<file path="config.mk">
export PLATFORM = sky130hd
export DESIGN_NAME = typed_entry_stream_parser_top
export DESIGN_NICKNAME = d
export VERILOG_FILES = /design/src/sv/tesp_pkg.sv /design/src/sv/tesp_in_reg.sv /design/src/sv/tesp_core.sv /design/src/sv/tesp_out_reg.sv /design/src/sv/typed_entry_stream_parser_top.sv
export SDC_FILE = /design/constraint.sdc
export NUM_CORES = 1
export LEC_CHECK = 0
export BUFFER_PORTS_ARGS = -buffer_cell sky130_fd_sc_hd__buf_2
export CAP_MARGIN = 10
export CORE_MARGIN = 1
export CORE_UTILIZATION = 55
export CTS_CLUSTER_DIAMETER = 40
export DETAILED_ROUTE_END_ITERATION = 6
export PLACE_DENSITY = 0.75
export SYNTH_ARGS = -nofsm -noshare
export SYNTH_HDL_FRONTEND = slang
export SYNTH_SLANG_ARGS = --single-unit
</file>
<file path="constraint.sdc">
create_clock -name clock -period 7.9 [get_ports clock]
set_input_delay 1.185 -clock clock [delete_from_list [all_inputs] [get_ports clock]]
set_output_delay 1.185 -clock clock [all_outputs]
set_load 0.02 [all_outputs]
</file>
<file path="src/sv/tesp_pkg.sv">
`timescale 1ns / 1ps
`default_nettype none

package tesp_pkg;

   localparam int unsigned MAX_TYPES_DEF = 7;

   localparam int unsigned CSR_INDEX_WIDTH = 1;

   localparam logic [CSR_INDEX_WIDTH-1:0] CSR_TYPE_COUNT = 1'b0;
   localparam logic [CSR_INDEX_WIDTH-1:0] CSR_TYPE_LIST  = 1'b1;

   localparam logic [1:0] ST_OK        = 2'd0;
   localparam logic [1:0] ST_SHORT     = 2'd1;
   localparam logic [1:0] ST_MALFORMED = 2'd2;
   localparam logic [1:0] ST_BAD_TYPE  = 2'd3;

   typedef enum logic [2:0] {
      PH_TYPE = 3'd0,
      PH_TEXT = 3'd1,
      PH_LEN  = 3'd2,
      PH_BODY = 3'd3,
      PH_REST = 3'd4
   } phase_type;

   typedef struct packed {
      logic [7:0] data_byte;
      logic       article_end;
   } req_type;

   typedef struct packed {
      logic [7:0] content;
      logic       content_valid;
      logic [7:0] entry_type;
      logic       entry_first;
      logic       entry_last;
      logic       article_done;
      logic [1:0] status;
   } rsp_type;

   typedef struct packed {
      logic [2:0]  type_count;
      logic [55:0] type_list;
   } cfg_type;

   function automatic logic is_lower(input logic [7:0] c);
      return (c >= 8'h61) && (c <= 8'h7a);
   endfunction

   function automatic logic is_upper(input logic [7:0] c);
      return (c >= 8'h41) && (c <= 8'h5a);
   endfunction

   function automatic logic is_letter(input logic [7:0] c);
      return is_lower(c) || is_upper(c);
   endfunction

   function automatic logic [7:0] listed_type(input logic [55:0] list, input logic [2:0] idx);
      logic [7:0] t;
      case (idx)
         3'd0: t = list[7:0];
         3'd1: t = list[15:8];
         3'd2: t = list[23:16];
         3'd3: t = list[31:24];
         3'd4: t = list[39:32];
         3'd5: t = list[47:40];
         3'd6: t = list[55:48];
         default: t = 8'h00;
      endcase
      return t;
   endfunction

endpackage

`default_nettype wire

</file>
<file path="src/sv/tesp_in_reg.sv">
`timescale 1ns / 1ps
`default_nettype none

module tesp_in_reg (
   input  wire               clock,
   input  wire               reset,
   input  wire               req_valid,
   output logic              req_stall,
   input  tesp_pkg::req_type req_word,
   input  wire               advance,
   output logic              in_valid,
   output tesp_pkg::req_type in_word
);

   logic              valid_ff;
   logic              valid_in;
   tesp_pkg::req_type word_ff;
   logic              load;

   assign load      = !valid_ff || advance;
   assign req_stall = valid_ff && !advance;
   assign valid_in  = load ? req_valid : valid_ff;

   always_ff @(posedge clock) begin
      if (reset) begin
         valid_ff <= 1'b0;
      end else begin
         valid_ff <= valid_in;
      end
   end

   always_ff @(posedge clock) begin
      if (load) begin
         word_ff <= req_word;
      end
   end

   assign in_valid = valid_ff;
   assign in_word  = word_ff;

endmodule

`default_nettype wire

</file>
<file path="src/sv/tesp_core.sv">
`timescale 1ns / 1ps
`default_nettype none

module tesp_core #(
   parameter int unsigned MAX_TYPES = tesp_pkg::MAX_TYPES_DEF
) (
   input  wire               clock,
   input  wire               reset,
   input  wire               fire,
   input  tesp_pkg::req_type in_word,
   input  tesp_pkg::cfg_type cfg,
   output tesp_pkg::rsp_type result
);

   localparam logic [2:0] MaxTypesC = 3'(MAX_TYPES);

   tesp_pkg::phase_type phase_ff, phase_in;
   logic [2:0]  seq_ff, seq_in;
   logic [31:0] left_ff, left_in;
   logic [1:0]  pc_ff, pc_in;
   logic [7:0]  ctype_ff, ctype_in;
   logic        err_ff, err_in;
   logic [7:0]  held_ff, held_in;
   logic        hv_ff, hv_in;
   logic        fp_ff, fp_in;

   logic [2:0]  n;
   logic [2:0]  nm1;
   logic        listed;
   logic [7:0]  b;
   logic        art_end;
   logic [1:0]  err;
   logic [1:0]  status;
   logic        consumed;
   logic        completed;
   logic        cv, cf, cl;
   logic [7:0]  cb;
   logic [2:0]  s;
   logic [7:0]  t;
   logic        last_entry;

   assign n       = (cfg.type_count > MaxTypesC) ? MaxTypesC : cfg.type_count;
   assign nm1     = n - 3'd1;
   assign listed  = (n != 3'd0);
   assign b       = in_word.data_byte;
   assign art_end = in_word.article_end;

   // next state
   always_comb begin
      phase_in  = phase_ff;
      seq_in    = seq_ff;
      left_in   = left_ff;
      pc_in     = pc_ff;
      ctype_in  = ctype_ff;
      err_in    = err_ff;
      held_in   = held_ff;
      hv_in     = hv_ff;
      fp_in     = fp_ff;
      err       = tesp_pkg::ST_OK;
      status    = tesp_pkg::ST_OK;
      consumed  = 1'b0;
      completed = 1'b0;
      cv        = 1'b0;
      cf        = 1'b0;
      cl        = 1'b0;
      cb        = 8'h00;
      s         = (seq_ff > nm1) ? nm1 : seq_ff;
      t         = listed ? tesp_pkg::listed_type(cfg.type_list, s) : b;
      last_entry = listed && (s == nm1);

      if (!err_ff) begin
         if (phase_ff == tesp_pkg::PH_TYPE) begin
            consumed = !listed;
            ctype_in = t;
            fp_in    = 1'b1;
            hv_in    = 1'b0;
            if (!tesp_pkg::is_letter(t)) begin
               err = tesp_pkg::ST_BAD_TYPE;
            end else if (last_entry) begin
               phase_in = tesp_pkg::PH_REST;
            end else if (tesp_pkg::is_lower(t)) begin
               phase_in = tesp_pkg::PH_TEXT;
            end else begin
               phase_in = tesp_pkg::PH_LEN;
               pc_in    = 2'd0;
               left_in  = 32'd0;
            end
            if (consumed && (err == tesp_pkg::ST_OK) && art_end) begin
               err = tesp_pkg::ST_MALFORMED;
            end
         end

         if ((err == tesp_pkg::ST_OK) && !consumed) begin
            case (phase_in)
               tesp_pkg::PH_TEXT: begin
                  if (b != 8'h00) begin
                     if (hv_in) begin
                        cv    = 1'b1;
                        cb    = held_in;
                        cf    = fp_in;
                        fp_in = 1'b0;
                     end
                     held_in = b;
                     hv_in   = 1'b1;
                     if (art_end) begin
                        err = tesp_pkg::ST_MALFORMED;
                     end
                  end else begin
                     if (hv_in) begin
                        cv = 1'b1;
                        cb = held_in;
                        cf = fp_in;
                     end else begin
                        cf = 1'b1;
                     end
                     cl        = 1'b1;
                     hv_in     = 1'b0;
                     completed = 1'b1;
                  end
               end
               tesp_pkg::PH_LEN: begin
                  left_in = {left_in[23:0], b};
                  if (pc_in == 2'd3) begin
                     pc_in = 2'd0;
                     if (left_in == 32'd0) begin
                        cf        = 1'b1;
                        cl        = 1'b1;
                        completed = 1'b1;
                     end else begin
                        phase_in = tesp_pkg::PH_BODY;
                     end
                  end else begin
                     pc_in = pc_in + 2'd1;
                  end
                  if (art_end && !completed) begin
                     err = tesp_pkg::ST_MALFORMED;
                  end
               end
               tesp_pkg::PH_BODY: begin
                  if (left_in != 32'd0) begin
                     left_in = left_in - 32'd1;
                  end
                  cv    = 1'b1;
                  cb    = b;
                  cf    = fp_in;
                  fp_in = 1'b0;
                  if (left_in == 32'd0) begin
                     cl        = 1'b1;
                     completed = 1'b1;
                  end else if (art_end) begin
                     err = tesp_pkg::ST_MALFORMED;
                  end
               end
               default: begin
                  cv    = 1'b1;
                  cb    = b;
                  cf    = fp_in;
                  fp_in = 1'b0;
                  cl    = art_end;
               end
            endcase
         end

         if (err != tesp_pkg::ST_OK) begin
            cv     = 1'b0;
            cb     = 8'h00;
            cf     = 1'b0;
            cl     = 1'b0;
            status = err;
            err_in = !art_end;
         end else if (completed) begin
            phase_in = tesp_pkg::PH_TYPE;
            fp_in    = 1'b1;
            if (listed && (seq_in != 3'd7)) begin
               seq_in = seq_in + 3'd1;
            end
            if (art_end && listed) begin
               if (seq_in < nm1) begin
                  status = tesp_pkg::ST_SHORT;
               end else if ((seq_in == nm1) &&
                            !tesp_pkg::is_letter(tesp_pkg::listed_type(cfg.type_list, seq_in))) begin
                  status = tesp_pkg::ST_BAD_TYPE;
               end
            end
         end
      end

      // article end: everything but the current type goes back to reset
      if (art_end) begin
         phase_in = tesp_pkg::PH_TYPE;
         seq_in   = 3'd0;
         left_in  = 32'd0;
         pc_in    = 2'd0;
         err_in   = 1'b0;
         held_in  = 8'h00;
         hv_in    = 1'b0;
         fp_in    = 1'b1;
      end
   end

   // result word
   always_comb begin
      result.content       = cv ? cb : 8'h00;
      result.content_valid = cv;
      result.entry_type    = ctype_in;
      result.entry_first   = cf;
      result.entry_last    = cl;
      result.article_done  = art_end;
      result.status        = status;
   end

   always_ff @(posedge clock) begin
      if (reset) begin
         phase_ff <= tesp_pkg::PH_TYPE;
         seq_ff   <= 3'd0;
         left_ff  <= 32'd0;
         pc_ff    <= 2'd0;
         ctype_ff <= 8'h00;
         err_ff   <= 1'b0;
         held_ff  <= 8'h00;
         hv_ff    <= 1'b0;
         fp_ff    <= 1'b1;
      end else if (fire) begin
         phase_ff <= phase_in;
         seq_ff   <= seq_in;
         left_ff  <= left_in;
         pc_ff    <= pc_in;
         ctype_ff <= ctype_in;
         err_ff   <= err_in;
         held_ff  <= held_in;
         hv_ff    <= hv_in;
         fp_ff    <= fp_in;
      end
   end

   a_drop_no_content: assert property (@(posedge clock) disable iff (reset)
      fire && err_ff |-> !result.content_valid && (result.status == tesp_pkg::ST_OK))
      else $error("content passed while dropping an article");

   a_malformed_no_content: assert property (@(posedge clock) disable iff (reset)
      fire && (result.status == tesp_pkg::ST_MALFORMED) |-> !result.content_valid)
      else $error("malformed status carried content");

   a_end_restarts: assert property (@(posedge clock) disable iff (reset)
      fire && in_word.article_end |=>
         (phase_ff == tesp_pkg::PH_TYPE) && (seq_ff == 3'd0) && !err_ff && !hv_ff)
      else $error("parse state not restarted after article end");

   a_drop_latch: assert property (@(posedge clock) disable iff (reset)
      fire && !err_ff && !in_word.article_end &&
      ((result.status == tesp_pkg::ST_MALFORMED) || (result.status == tesp_pkg::ST_BAD_TYPE))
      |=> err_ff)
      else $error("error not latched");

endmodule

`default_nettype wire

</file>
<file path="src/sv/tesp_out_reg.sv">
`timescale 1ns / 1ps
`default_nettype none

module tesp_out_reg (
   input  wire               clock,
   input  wire               reset,
   input  wire               in_valid,
   input  tesp_pkg::rsp_type in_word,
   output logic              advance,
   output logic              rsp_valid,
   input  wire               rsp_stall,
   output tesp_pkg::rsp_type rsp_word
);

   logic              valid_ff;
   tesp_pkg::rsp_type word_ff;

   assign advance = !valid_ff || !rsp_stall;

   always_ff @(posedge clock) begin
      if (reset) begin
         valid_ff <= 1'b0;
      end else if (advance) begin
         valid_ff <= in_valid;
      end
   end

   always_ff @(posedge clock) begin
      if (advance && in_valid) begin
         word_ff <= in_word;
      end
   end

   assign rsp_valid = valid_ff;
   assign rsp_word  = word_ff;

endmodule

`default_nettype wire

</file>
<file path="src/sv/typed_entry_stream_parser_top.sv">
// Typed entry parser: splits an article byte stream into typed entries.
// req_*: one article byte per word, req_article_end on the final byte.
// rsp_*: exactly one result word per request word, in order, carrying the
//        body byte (if any), entry type, first/last flags, article_done
//        and a status code.
// csr_*: register writes (type_count, type_list); csr_ready is always high.
//        Write only while no article byte is in flight.
// Path: the accepted request word is held in the input register, the parse
//        logic works on it combinationally, and its result is loaded into
//        the result register that drives rsp_*.
// Throughput: one word per cycle while rsp_stall is low; the parse state
//        loop closes through the core's next-state logic.
// Stall: rsp_stall holds a full result register; an empty input register
//        still takes one more word, and once it holds a word req_stall
//        follows rsp_stall in the same cycle.
// Reset: clears both registers' valid bits, the parse state and the
//        configuration registers.
`timescale 1ns / 1ps
`default_nettype none

module typed_entry_stream_parser_top #(
   parameter int unsigned MAX_TYPES = tesp_pkg::MAX_TYPES_DEF
) (
   input  wire                                  clock,
   input  wire                                  reset,
   input  wire                                  req_valid,
   output logic                                 req_stall,
   input  wire  [7:0]                           req_data_byte,
   input  wire                                  req_article_end,
   output logic                                 rsp_valid,
   input  wire                                  rsp_stall,
   output logic [7:0]                           rsp_content,
   output logic                                 rsp_content_valid,
   output logic [7:0]                           rsp_entry_type,
   output logic                                 rsp_entry_first,
   output logic                                 rsp_entry_last,
   output logic                                 rsp_article_done,
   output logic [1:0]                           rsp_status,
   input  wire                                  csr_valid,
   output logic                                 csr_ready,
   input  wire  [tesp_pkg::CSR_INDEX_WIDTH-1:0] csr_index,
   input  wire  [55:0]                          csr_data
);

   tesp_pkg::req_type req_word;
   tesp_pkg::req_type in_word;
   tesp_pkg::rsp_type core_word;
   tesp_pkg::rsp_type rsp_word;
   tesp_pkg::cfg_type cfg_ff;
   logic              in_valid;
   logic              advance;
   logic              fire;

   assign csr_ready = 1'b1;

   always_ff @(posedge clock) begin
      if (reset) begin
         cfg_ff <= '0;
      end else if (csr_valid && csr_ready) begin
         case (csr_index)
            tesp_pkg::CSR_TYPE_COUNT: cfg_ff.type_count <= csr_data[2:0];
            tesp_pkg::CSR_TYPE_LIST:  cfg_ff.type_list  <= csr_data;
            default: ;
         endcase
      end
   end

   assign req_word.data_byte   = req_data_byte;
   assign req_word.article_end = req_article_end;

   tesp_in_reg u_in_reg (
      .clock     (clock),
      .reset     (reset),
      .req_valid (req_valid),
      .req_stall (req_stall),
      .req_word  (req_word),
      .advance   (advance),
      .in_valid  (in_valid),
      .in_word   (in_word)
   );

   assign fire = in_valid && advance;

   tesp_core #(
      .MAX_TYPES (MAX_TYPES)
   ) u_core (
      .clock   (clock),
      .reset   (reset),
      .fire    (fire),
      .in_word (in_word),
      .cfg     (cfg_ff),
      .result  (core_word)
   );

   tesp_out_reg u_out_reg (
      .clock     (clock),
      .reset     (reset),
      .in_valid  (in_valid),
      .in_word   (core_word),
      .advance   (advance),
      .rsp_valid (rsp_valid),
      .rsp_stall (rsp_stall),
      .rsp_word  (rsp_word)
   );

   assign rsp_content       = rsp_word.content;
   assign rsp_content_valid = rsp_word.content_valid;
   assign rsp_entry_type    = rsp_word.entry_type;
   assign rsp_entry_first   = rsp_word.entry_first;
   assign rsp_entry_last    = rsp_word.entry_last;
   assign rsp_article_done  = rsp_word.article_done;
   assign rsp_status        = rsp_word.status;

endmodule

`default_nettype wire

</file>
[Word level (Yosys, flattened, before mapping)]
Index checks and enable logic that the tools add are counted.
Cells by class
  add/sub/neg operators: 4
  magnitude comparators: 11
  eq/ne operators: 21
  mux-type cells: 122
  bitwise operators: 3
  reduce and logical (&&, ||, !) cells: 49
Operators by type and width (count)
  $mux 32: 12
  $mux 8: 14
  $pmux 8 s7: 2
  $mux 3: 22
  $logic_not 32->1: 2
  $pmux 32 s2: 1
  $mux 2: 28
  $mux 1: 36
  $ge 8x7->1 const B: 4
  $le 8x7->1 const B: 4
  $reduce_bool 32->1: 1
  $sub 32x1->32 const B: 1
  $eq 3x2->1 const B: 6
  $eq 3x3->1 const B: 6
  $pmux 8 s2: 1
  $logic_and 1x1->1: 14
  $reduce_bool 2->1: 5
  $eq 3x1->1 const B: 3
  $logic_not 1->1: 9
  $logic_not 3->1: 3
  $reduce_bool 8->1: 1
  $eq 3x3->1: 2
  $pmux 1 s2: 3
  $pmux 1 s3: 2
  other kinds (19): 28
Word-level totals
  flip-flop bits (word level): 151
  bits of input ports: 71
  output and inout port bits: 25
  logic and storage cells: 232

[Logic depth before layout (Yosys ltp)]
Gate-level depths: netlist of run 1.
  depth in word-level cells: 50
  gate-level depth with buffers: 34
  mapped depth without buffers: 28

[Hierarchy]
A second synthesis of run 1 with hierarchy kept.
Unflattened totals
  cells, all modules: 1272
  area, all modules: 10686.5 µm²
Modules (own cells, without submodules)
  tesp_core: times used 1, cells each 962, area each 6693.9 µm², seq. area each 1181.1 µm²
  typed_entry_stream_parser_top: times used 1, cells each 269, area each 2972.9 µm², seq. area each 1181.1 µm²
  tesp_out_reg: times used 1, cells each 27, area each 699.4 µm², seq. area each 680.7 µm²
  tesp_in_reg: times used 1, cells each 14, area each 320.3 µm², seq. area each 290.3 µm²

[Worst setup path after synthesis of run 1]
Ideal clock, no wire load.
  kind: register to register
  from: register cfg_ff[57] (netlist name)
  to: register u_out_reg.word_ff (netlist bit u_out_reg.rsp_word[1]) (data pin)
  library setup time: 129 ps
  arrival time: 6609 ps
  data required time: 7771 ps
  path slack: 1162 ps
  cell stages (with the launch flop): 33
  buffers on the path: 5
  period minus slack after synthesis: 6738 ps
  cell sequence: dfxtp_1 -> buf_6 -> or3_1 -> nand2_1 -> inv_1 -> ha_1 -> and3b_1 -> a311oi_4 -> mux2_2 -> buf_2 -> o2111ai_1 -> a21oi_1 -> o32ai_1 -> and4b_1 -> buf_6 -> nand2_1 -> clkbuf_1 -> nand2_1 -> ha_1 -> nand4b_1 -> or4_1 -> nand2_1 -> nor3_1 -> xor2_1 -> nor3_1 -> nand4_1 -> a211o_1 -> a22oi_1 -> nand4_1 -> o21a_1 -> buf_4 -> o31ai_1 -> a21o_1
Between the ends
  word-level cells in the longest chain between the ends: 29
  elaborated cells between the ends (all ways): 120
  classes of those cells: add/sub: 2; order compare: 11; eq/ne: 18; mux: 62; reduce/logical: 27
RTL lines
  start: declaration: line typed_entry_stream_parser_top.sv:49  | tesp_pkg::cfg_type cfg_ff;
  $gt 3x3->1: line tesp_core.sv:42  | assign n = (cfg.type_count > MaxTypesC) ? MaxTypesC : cfg.type_count;
  $mux 3 (*): line tesp_core.sv:42
  parallel branches: the longest is 26 deep, another holds $ge 8x7->1
  $mux 2 (*): line tesp_core.sv:164  | if (err != tesp_pkg::ST_OK) begin
  end signal: assignment: line tesp_out_reg.sv:30  | word_ff <= in_word;
  end: declaration: line tesp_out_reg.sv:16  | tesp_pkg::rsp_type word_ff;
Every way passes the cells marked *. The select of a mux whose other input is x is not followed.
A chain may end at the register's enable or synchronous reset.

[Final worst setup path of run 1]
  from: register cfg_ff[56] (netlist name)
  to: register u_out_reg.word_ff (netlist bit u_out_reg.rsp_word[4]) (data pin)
Between the ends
  word-level cells in the longest chain between the ends: 29
  elaborated cells between the ends (all ways): 84
  classes of those cells: add/sub: 2; order compare: 6; eq/ne: 11; mux: 44; bitwise: 1; reduce/logical: 20
RTL lines (line)
  $gt 3x3->1: tesp_core.sv:42
  $mux 3 (*): tesp_core.sv:42
  parallel branches: the longest is 27 deep, another holds $ge 8x7->1
Marked as above.

==> impl_results.md, run 1 <==
* CP Class: reg -> reg
* Critical R2R Launch: cfg_ff[56]$_SDFFE_PP0P_
* Root buffer cell: clkbuf_16
* Placed cells at 1525
* R2R setup slack at 0.39 ns
* EDFF count, synth at 31
* DRT Pass-1 Iters at 6
* Initial DRC Count at 1282
* Die area at 0.0180 mm2
* Crit Reg-Reg Endpoint: u_out_reg.rsp_word[4]$_SDFFCE_PP0P_
* WP data required at 8.13 ns
* Leak pwr at 4.18 nW
* CP startpoint kind: register
* H-tree depth at 4
* Fmax at 133 MHz
* Top cell by count, worst path: nand2_1
* Die Y-Extent at 134 um
* Ports at 96
* Via count at 10.4k
* Total of max-cap violations at 0
* Pins Over Slew Limit at 0
* Port bufs at 94
* Total GRT Usage at 37.4%
* Yosys warnings at 0
* Maximum vdd drop at 156 uV
* Hold crit path type: reg -> reg
* Finished Layout Cells at 1561
* Setup violations, final at 0
* Total Nets Final at 1408
* Die width at 134 um
* Main synth FF type: dfxtp_1
* Antenna-violating nets left at 0
* Worst path max stage delay at 0.49 ns
* Drt drc at 0
* Setup WS pre-CTS at -0.124 ns
* Critical path's slowest cell: mux2_2
* Placed wire-length estimate at 24300 um
* Outcome: completed
* Area growth syn-to-layout at 13.6%
* FF-to-FF path depth at 29
* Largest net degree at the start of global routing at 69
* Post-Synthesis Cells at 1266
* Initial antenna violation count at 0
* Slack of the critical path at 0.388 ns
* Setup crit end kind: register
* Final global-route overflow total at 0
* Share of cells above drive strength 1 at 15.6%
* Worst-margin pin slew at 1.04 ns
* Clk Latency, worst-skew pair at 0.44 ns
* Initial core utilization at 57.0%
* Inserted Clock Buffers at 17
* Max FO, Critical Path at 11
* Netlist cell types at 87
* Vias per Instance at 6.65
* DRT Wirelength at 33500 um
* Hold Vio Cnt, Final at 0
* Row count at 47
* Hold Crit Start: u_core.ctype_ff[3]$_SDFFE_PP0P_
* Hold-critical path depth at 2
* Wire per inst at 21.5 um
* Fin crit share at 95.1%
* Power Density at 183 mW/mm2
* CTS tree: built
* Synthesized area per cell at 7.58 um2
* Vias in the first global route at 9529
* Critical path arrival at 7.74 ns
* Final Wtd Congestion at 1.02
* Synthesized cell area at 0.00959 mm2
* Async set-reset flop share out of synthesis at 0%
* Synth Net Count at 1346
* Clock transition at path regs at 0.07 ns
* Fin crit period at 7.51 ns
* Hold Crit Endpoint: u_core.ctype_ff[3]$_SDFFE_PP0P_
* Register area share after synthesis at 34.7%
* First-pass GRT wire length at 52300 um
* Rel. slew slack at 30.0%
* Hold-fix buffers, CTS at 0
* Max clock buf depth at 2
* Clock Sinks at 151
* Core area at 0.0168 mm2
* Number of synthesized register bits at 151
* # diodes at 0
* Clock Skews at 0.0130 ns
[synth_stat cells (12+ instances only)]
master,count,area share [%]
buf_2,14,0.73
a21oi_1,141,7.4
o22ai_1,18,1.2
edfxtp_1,31,9.7
o21ai_0,53,2.8
nand2_1,241,9.4
dfxtp_1,120,25
and2_1,15,0.98
or3_1,19,1.2
o2111ai_1,12,1.1
nand3_1,32,1.7
a22oi_1,41,3.2
o211ai_1,14,1.1
mux2i_1,28,2.9
clkbuf_1,67,2.6
nor2_1,119,4.7
inv_1,22,0.86
nor3_1,27,1.4
[kinds of logic (layout without fill, tap and decap cells)]
| kind of cell | count (synthesis) | in the layout | share of synthesized area (%) |
|---|---|---|---|
| other cells | 1 | 1 | 0.0391 |
| fa+ha+maj | 9 | 9 | 1.17 |
| flops | 151 | 151 | 34.7 |
| xor+xnor | 17 | 17 | 1.63 |
| simple gates | 529 | 529 | 25.1 |
| mux | 36 | 36 | 3.89 |
| compound gates | 407 | 407 | 28.3 |
| buf+inv | 116 | 191 | 5.15 |
[critical path: cells and delay by family, from the launching register on]
family | cells | cell delay [ns]
flip-flops | 1 | 0.40
buffers and inverters | 2 | 0.28
XOR/XNOR | 1 | 0.15
multiplexers | 2 | 0.66
adder cells (fa/ha/maj) | 2 | 0.64
AO/OA/AOI/OAI | 9 | 2.52
AND/OR/NAND/NOR | 13 | 2.61
[layout make-up]
class                      instances  area (um2)
timing repair buffer             135         781
tap                              220         275
inverter                          24        90.1
fill                            1536        5920
multi-input combinational        999        5840
sequential                       151        3340
clock buffer                      18         439
clock inverter                    14         135
[worst max-delay path by stage]
stage	from	end	slack [ns]	cells past startpoint
after global placement	cfg_ff[56]$_SDFFE_PP0P_	u_out_reg.rsp_word[4]$_SDFFCE_PP0P_	0.28	29
after floorplan	cfg_ff[57]$_SDFFE_PP0P_	u_out_reg.rsp_word[1]$_SDFFCE_PP0P_	1.16	32
final	cfg_ff[56]$_SDFFE_PP0P_	u_out_reg.rsp_word[4]$_SDFFCE_PP0P_	0.39	29
after detailed placement	cfg_ff[56]$_SDFFE_PP0P_	u_out_reg.rsp_word[4]$_SDFFCE_PP0P_	-0.12	29
after global routing	cfg_ff[56]$_SDFFE_PP0P_	u_out_reg.rsp_word[4]$_SDFFCE_PP0P_	-0.06	29
after CTS	cfg_ff[56]$_SDFFE_PP0P_	u_out_reg.rsp_word[4]$_SDFFCE_PP0P_	0.02	29
[routing by layer]
layer / wire (um) / global-route usage [%] / up-vias
met4: 2040 / 23.7 / 0
met3: 2820 / 6.99 / 154
met5: 0 / 0 / -
met2: 15900 / 61.9 / 625
met1: 12700 / 44.7 / 4826
li1: - / - / 4772
[flip-flops by register name, indices dropped and copies added, names as in the netlist]
name	count
u_core.seq_ff	3
u_core.pc_ff	2
u_in_reg.in_word	9
u_core.hv_ff	1
u_core.fp_ff	1
u_core.held_ff	8
u_core.left_ff	32
cfg_ff	59
u_in_reg.in_valid	1
u_core.ctype_ff	8
u_core.phase_ff	3
u_out_reg.rsp_valid	1
u_core.err_ff	1
u_out_reg.rsp_word	22
[stage by stage]
stage          cell area, um2  util (%)  power [W]  hold slack [ns]  setup TNS (ns)
2_1_floorplan            9590         -    0.00106            0.424               0
3_3_place_gp            10200      60.8    0.00118            0.441               0
3_5_place_dp            10200      60.8    0.00118            0.447          -0.124
4_1_cts                 10800      64.3    0.00199            0.456               0
5_1_grt                 10900      64.8    0.00206            0.468         -0.0641
6_report                10900      64.8    0.00199            0.454               0
[cell usage in the layout (no fill, tap or decap), types with 10 or more instances in the layout]
master,synthesis,layout
buf_2,14,93
o22ai_1,18,18
a21oi_1,141,140
nor3_1,27,27
dfxtp_1,120,118
nand3_1,32,31
o2111ai_1,12,12
edfxtp_1,31,31
nand4_1,11,11
o31ai_1,10,10
nor2_1,119,119
o21ai_0,53,53
clkbuf_16,0,17
inv_1,22,22
o211ai_1,14,14
mux2i_1,28,28
and2_1,15,14
nand2_1,241,240
or3_1,19,19
a211oi_1,11,10
a22oi_1,41,40
buf_4,3,42
[power breakdown]
| group | switching (W) | internal (W) |
|---|---|---|
| clock | 0.000364 | 0.000451 |
| combinational | 0.000222 | 0.000110 |
| sequential | 0.0000297 | 0.000816 |
| total | 0.000616 | 0.00138 |
[what timing repair did]
item                                    CTS  global route
buffers inserted                          0             4
pin swaps                                 0             2
resized for setup                         2            13
endpoints found under the setup margin    1            20
Power figures use the tool's default switching activity.
==> run 2: changes to the inputs <==
CORE_ASPECT_RATIO = 1.2   (was unset)
==> impl_results.md, run 2 (synthesis gave the netlist of run 1 again) <==
* Finished Layout Cells at 1554
* Total Nets Final at 1405
* Max clock buf depth at 2
* Initial DRC Count at 1200
* Row count at 52
* Pins Over Slew Limit at 0
* Max FO, Critical Path at 16
* Via count at 10.2k
* CP startpoint kind: register
* Die Y-Extent at 147 um
* Setup WS pre-CTS at 0.193 ns
* Die width at 123 um
* H-tree depth at 4
* # diodes at 0
* Slack of the critical path at 0.482 ns
* Reg area at 0.00333 mm2
* Rel. slew slack at 32.4%
* Placed wire-length estimate at 24600 um
* Antenna-violating nets left at 0
* Crit path buf inv count at 4
* Largest net degree at the start of global routing at 77
* Area of the multi-input gates at 0.00581 mm2
* Hold Vio Cnt, Final at 0
* CTS tree: built
* Clk Latency, worst-skew pair at 0.44 ns
* Top cell by count, worst path: nand2_1
* Initial antenna violation count at 0
* Layout Cell Area excl Fill at 0.0109 mm2
* Fmax at 135 MHz
* Inserted Clock Buffers at 17
* Clock Skews at 0.0110 ns
* Setup violations, final at 0
* Leak pwr at 4.17 nW
* DRT Wirelength at 34100 um
* Clock Sinks at 151
* Largest delay share family, worst path: compound AO/OA/AOI/OAI gates
* Top reg by flops: cfg_ff
* Power after layout at 0.00199 W
* Fin crit period at 7.42 ns
* Total of max-cap violations at 0
* Fill cells at 1536
* Power Density at 183 mW/mm2
* Critical R2R Launch: cfg_ff[56]$_SDFFE_PP0P_
* Die area at 0.0180 mm2
* Clock transition at path regs at 0.07 ns
* Failing checks: DRC
* WP data required at 8.21 ns
* CP Class: reg -> reg
* Area growth syn-to-layout at 13.2%
* Core area at 0.0170 mm2
* Critical path arrival at 7.73 ns
* Critical path's slowest cell: mux2_2
* Hold-critical path depth at 2
* Wire per inst at 21.9 um
* Setup crit end kind: register
* Worst-margin pin slew at 1.01 ns
* Root buffer cell: clkbuf_16
* Outcome: complete, but fails checks
* Maximum vdd drop at 155 uV
* Crit Reg-Reg Endpoint: u_out_reg.rsp_word[1]$_SDFFCE_PP0P_
* Hold-fix buffers, CTS at 0
* Share of cells above drive strength 1 at 14.9%
* Placed cells at 1519
* First-pass GRT wire length at 52900 um
* Hold Crit Start: u_core.ctype_ff[2]$_SDFFE_PP0P_
* Final global-route overflow total at 0
* Placed Area at 0.0102 mm2
* Vias per Instance at 6.60
* Port bufs at 94
* RSZ-0062 raised after global routing: false
* Setup Total Neg Slack at 0 ns
* Vias in the first global route at 9739
* Hold crit path type: reg -> reg
* Total GRT Usage at 38.7%
* Initial core utilization at 56.5%
* Worst path max stage delay at 0.54 ns
* Final Wtd Congestion at 1.04
* Fin crit share at 93.9%
* Most common cell after layout, fill and taps aside: nand2_1
* Drt drc at 1
* Max reg flops at 59
* Most frequent cells in the layout: 240 x nand2_1, 141 x a21oi_1, 120 x dfxtp_1, 118 x nor2_1, 93 x buf_2
* Hold Crit Endpoint: u_core.ctype_ff[2]$_SDFFE_PP0P_
* Ports at 96
* DRT Pass-1 Iters at 7
* FF-to-FF path depth at 30
* R2R setup slack at 0.48 ns
==> run 2: cell types whose count changed in the layout (fill, tap and decap cells not counted), sizes merged <==
cell,before,now
clkinv,3,5
clkinvlp,1,0
bufinv,1,0
clkbuf,18,17
inv,33,34
buf,135,132
==> run 2: layer usage <==
metal  up-vias  part of all wire [%]  GRT usage [%]
met2       564                    49           64.7
met4         0                   7.1           25.5
met3       157                   6.9           7.19
met1      4768                    37           44.4
met5         -                     0              0
li1       4760                     -              -
==> run 2: area by class of cell <==
cell class	instances	share of cell area, %
clock inverter	15	1.56
sequential	151	30.7
timing repair buffer	132	6.98
tap	216	2.49
multi-input combinational	999	53.5
inverter	24	0.830
clock buffer	17	3.92
==> run 2: worst reg2reg max path: cells and delay by family (launching register included) <==
kind,cells,cell delay (ns)
compound gates,11,2.98
simple gates,11,2.14
fa+ha+maj,2,0.58
mux,1,0.54
buf+inv,4,0.50
flops,1,0.41
xor+xnor,1,0.17
==> run 2: repair_timing <==
| action | in CTS | in global routing |
|---|---|---|
| buffers inserted | 0 | 3 |
| endpoints found under the setup margin | 0 | 20 |
| resized for setup | 0 | 8 |
==> run 2: worst max-delay path by stage <==
stage / from / to / slack (ns) / cells past startpoint
2_1_floorplan: cfg_ff[57]$_SDFFE_PP0P_ / u_out_reg.rsp_word[1]$_SDFFCE_PP0P_ / 1.16 / 32
3_5_place_dp: cfg_ff[56]$_SDFFE_PP0P_ / u_out_reg.rsp_word[4]$_SDFFCE_PP0P_ / 0.19 / 30
5_1_grt: cfg_ff[56]$_SDFFE_PP0P_ / u_out_reg.rsp_word[1]$_SDFFCE_PP0P_ / 0.11 / 31
6_report: cfg_ff[56]$_SDFFE_PP0P_ / u_out_reg.rsp_word[1]$_SDFFCE_PP0P_ / 0.48 / 30
4_1_cts: cfg_ff[56]$_SDFFE_PP0P_ / u_out_reg.rsp_word[4]$_SDFFCE_PP0P_ / 0.18 / 30
3_3_place_gp: cfg_ff[56]$_SDFFE_PP0P_ / u_out_reg.rsp_word[4]$_SDFFCE_PP0P_ / 0.45 / 30
==> run 2: metrics by stage <==
step / hold slack, ns / util [%]
global placement: 0.442 / 60.1
global route: 0.485 / 63.9
floorplan: 0.424 / -
detailed placement: 0.448 / 60.1
CTS: 0.460 / 63.6
finish: 0.461 / 63.9
==> run 2: report_power, final <==
part | switching, W | total (W) | leakage (nW) | internal (W)
clock | 0.000394 | 0.000822 | 0.293 | 0.000428
sequential | 0.0000312 | 0.000847 | 1.29 | 0.000816
combinational | 0.000216 | 0.000323 | 2.59 | 0.000106
total | 0.000642 | 0.00199 | 4.17 | 0.00135
